`config.mk`:
```
export PLATFORM = sky130hd
export DESIGN_NAME = fsp_ram
export DESIGN_NICKNAME = d
export VERILOG_FILES = /design/src/hdl/fsp_ram.sv
export SDC_FILE = /design/constraint.sdc
export NUM_CORES = 1
export LEC_CHECK = 0
export BUFFER_PORTS_ARGS = -buffer_cell sky130_fd_sc_hd__buf_4
export CAP_MARGIN = 20
export CORE_MARGIN = 4
export CORE_UTILIZATION = 23
export DETAILED_ROUTE_END_ITERATION = 6
export PLACE_DENSITY = 0.38
export SYNTH_ARGS = -nofsm -noshare
export SYNTH_HDL_FRONTEND = slang
export SYNTH_SLANG_ARGS = --single-unit
```
`constraint.sdc`:
```
create_clock -name clk -period 3.5 [get_ports clk]
set_clock_uncertainty 0.2 [all_clocks]
set_input_delay 0.175 -clock clk [delete_from_list [all_inputs] [get_ports clk]]
set_output_delay 0.175 -clock clk [all_outputs]
set_load 0.02 [all_outputs]
```
`src/hdl/fsp_ram.sv`:
```
// Generic single-write, single-read RAM with a registered read port.
module fsp_ram #(
  parameter int WIDTH = 32,
  parameter int DEPTH = 8,
  localparam int AW = (DEPTH > 1) ? $clog2(DEPTH) : 1
) (
  input  logic             clk,
  input  logic             we,
  input  logic [AW-1:0]    waddr,
  input  logic [WIDTH-1:0] wdata,
  input  logic             re,
  input  logic [AW-1:0]    raddr,
  output logic [WIDTH-1:0] rdata
);

  logic [WIDTH-1:0] mem [DEPTH];
  logic [WIDTH-1:0] rdata_r;

  always_ff @(posedge clk) begin
    if (we) begin
      mem[waddr] <= wdata;
    end
    if (re) begin
      rdata_r <= mem[raddr];
    end
  end

  assign rdata = rdata_r;

endmodule

```
# After elaboration in Yosys (flattened, before gate mapping)
# Memories as Yosys holds them, arrays and structs flattened. A register that Yosys moved wholly into a read port is not among the register bits.
# Index checks and enable logic that the tools add are counted.
[word_totals]
n_memories = 1
regBits = 0
ram_bits = 256
inputBits = 41
elab_cells = 3
out_inout_bits = 32
[memory_table]
columns = ["name", "words", "word_bits", "rd", "rd_clocked_by_memory_dff", "write_ports", "line_no", "rtl"]
rows = [
  ["mem", 8, 32, 1, 1, 1, "16", "logic [WIDTH-1:0] mem [DEPTH];"],
]
[classes]
muxes = 2
[ops]
columns = ["op", "n"]
rows = [
  ["1-bit 2-to-1 mux", 2],
]

# Logic depth before layout (Yosys ltp)
[logic_depth]
ltp_word = 2
depth_mapped = 4
mapped_depth_nobuf = 2

# Worst setup path before layout
# No wires, ideal clock.
[synth_path]
path_type = "input -> register"
start = "in waddr[2]"
end = "mem mem[0][0] (enable)"
setup_ps = 461
cell_stages = 2
path_slack_ps = 278
n_path_buf = 0
required_ps = 2839
arrival_time_ps = 2561
path_cell_list = "nand2b_1 nor3_1"
[synth_rtl]
columns = ["element", "line_no", "rtl"]
rows = [
  ["start: declaration", "9", "input logic [AW-1:0] waddr,"],
  ["end: declaration", "16", ""],
]
# No word-level cell before the write port.

==> results.yml <==
placed_design:
  hpwl_um: 12730
  placement.io_buffers: 72
  gp_congestion: 0.6421
run_status:
  status: "completed"
hold_path:
  whs_path_depth: 1
  hp-class: "in2reg"
critical_path:
  rr_worst_depth: 2
  critPathCaptureType: "register"
  crit_fanout: 31
  worstPathRequired_ns: 3.57
  criticalPathCategory: "in2reg"
  arrival_ns: 1.90
  critPathLaunchType: "primary input"
floorplan:
  die-area_sq_mm: 0.05043
  die_h_um: 224.6
  core_area_sq_mm: 0.04646
  ios: 73
  die_x_um: 224.6
  start_util_pct: 23.22
  fp-row-count: 79
drt:
  routed_wl_um: 24360
  vias_per_cell: 4.039
  vias: 4774
  first_pass_iters: 4
  first_iter_violations: 247
  postRouteAntennaNets: 0
  wl_per_cell_um: 20.61
  drc: 0
synth:
  syn_inst: 415
  yosysSeqAreaShare_pct: 80.18
  syn-num-nets: 456
  ys_types: 12
  yosys.area.top_type_share_pct: 80.18
  synthTopCellsByArea: "edfxtp_1 80%, mux4_1 9.7%, mux4_2 5.0%"
  ys_ff_latch: 288
  syn-cell-area_sq_mm: 0.01079
  syn_area_per_cell_sq_um: 25.99
  synth_warnings: 0
  synth_top_area_cell: "edfxtp_1"
run:
  drv_cap: 0
layout:
  layout-drive-gt1-share_pct: 33.74
  num_antenna_cells: 0
  ff_latch_area_sq_mm: 0.008648
  fillCellCount: 4552
  mostFrequentLayoutCells: "288 x edfxtp_1, 84 x buf_4, 40 x mux4_1"
  multi_input_area_sq_mm: 0.002066
  syn_to_final_growth_pct: 25.14
  final_common_cell: "edfxtp_1"
  nets: 591
  fin_util_pct: 29.05
pwr:
  peakVddDrop_v: 0.0002579
  leakagePower_nw: 4.432
  p_clk_share_pct: 42.9
  p_seq_share_pct: 51.2
  p_sw_mw: 1.613
  switching_share_pct: 20.79
  internal_power_mw: 6.145
  cellPowerDensity_mw_per_mm2: 574.7
  pwr-share-comb_pct: 5.9
global_routing:
  grt_max_degree: 65
  grt_usage_pct: 9.759
  antenna_found_initial: 1
  grt_pass1_vias: 5313
  grt-ovfl-total: 0
  grt_pass1_wl_um: 35740
clock_network:
  clockBufferDepth: 3
  clk_latency_ns: 0.52
  numCtsBuffers: 34
  cts-resized-gates: 0
  htreeDepth: 2
  root_buffer: "clkbuf_16"
  cts_tree: "yes"
  cts_num_sinks: 288
  clkTransAtPathRegs_ns: 0.06
sta:
  min_period_over_period_pct: 52.32
  rsz0062_at_grt: "no"
  max_slew.worst_pin.slew_ns: 0.9644
  setup_viol: 0
  finalMaxSlewViolations: 0
  period_needed_ns: 1.831
  finalHoldViolations: 0
  relSlewSlack_pct: 35.70
  clock.fmax_ghz: 0.5461
  final.setup.tns_ns: 0
-- synth_stat cells --
cell type and number:
clkbuf_1 1, nor3_1 2, nor2_1 6, mux4_2 24
mux4_1 40, buf_6 7, buf_2 6, nand2b_1 3
buf_1 4, edfxtp_1 288, mux2_2 32, nand2_1 2
-- power by group through the flow --
stage | Combinational (mW) | Clock, mW | Sequential, mW
3_3_place_gp | 0.437 | 0 | 4.04
2_1_floorplan | 0.197 | 0 | 4.08
3_5_place_dp | 0.442 | 0 | 4.05
6_report | 0.459 | 3.32 | 3.97
4_1_cts | 0.477 | 3.47 | 3.98
5_1_grt | 0.499 | 3.61 | 3.98
-- per-layer routing --
metal  routed length [um]  share of wire (%)  global-route usage (%)  vias up
li1                     -                  -                       -     2091
met1                11050                 45                   12.88     2563
met2                11800                 48                   15.85       82
met3                  922                3.8                   2.545       36
met4                  580                2.4                   3.142        2
met5                   13              0.053                       0        -
-- cell families (layout without fill, tap and decap cells) --
family,count (synthesis),after routing,share of synthesized area [%]
mux,96,96,18.10
simple gates,13,13,0.5452
flops,288,288,80.18
buf+inv,18,178,1.183
-- final timing paths --
path,startpoint,endpoint,slack (ns)
setup / recovery,raddr[0],rdata[21],1.67
hold / removal,re,rdata[30],0.02
setup reg to reg,mem[4][14],rdata[14],1.85
hold reg to reg,mem[5][28],rdata[28],0.54
-- metrics by stage --
stage	total power, mW	instances	setup slack [ns]	instance area [sq um]	hold WS, ns
global placement	4.480	1089	1.087	12120	0.2062
floorplan	4.274	415	0.2781	10790	0.07387
global route	8.097	1182	1.605	13500	0.02168
CTS	7.923	1182	1.667	13500	0.01491
detailed placement	4.492	1089	1.095	12120	0.2105
finish	7.758	1182	1.669	13500	0.01548
-- registers in the layout, summed over array words and instances (netlist names) --
signal / cells
mem: 256
rdata: 32
-- critical path, stage by stage --
cell and delay (ns):
buf_4 0.49, buf_4 0.35, mux4_1 0.58, mux2_2 0.27
-- area by class of cell --
class / instances / area share, %
Clock inverter: 18 / 0.7786
Clock buffer: 43 / 7.026
Multi-Input combinational cell: 109 / 15.30
Sequential cell: 288 / 64.07
Timing Repair Buffer: 117 / 7.193
Tap cell: 607 / 5.627
-- what timing repair did --
| item | CTS | global route |
|---|---|---|
| hold endpoints to repair | 256 | 0 |
| hold buffers | 32 | 0 |
| buffers inserted | 0 | 0 |
(Power assumes the default switching activity.)
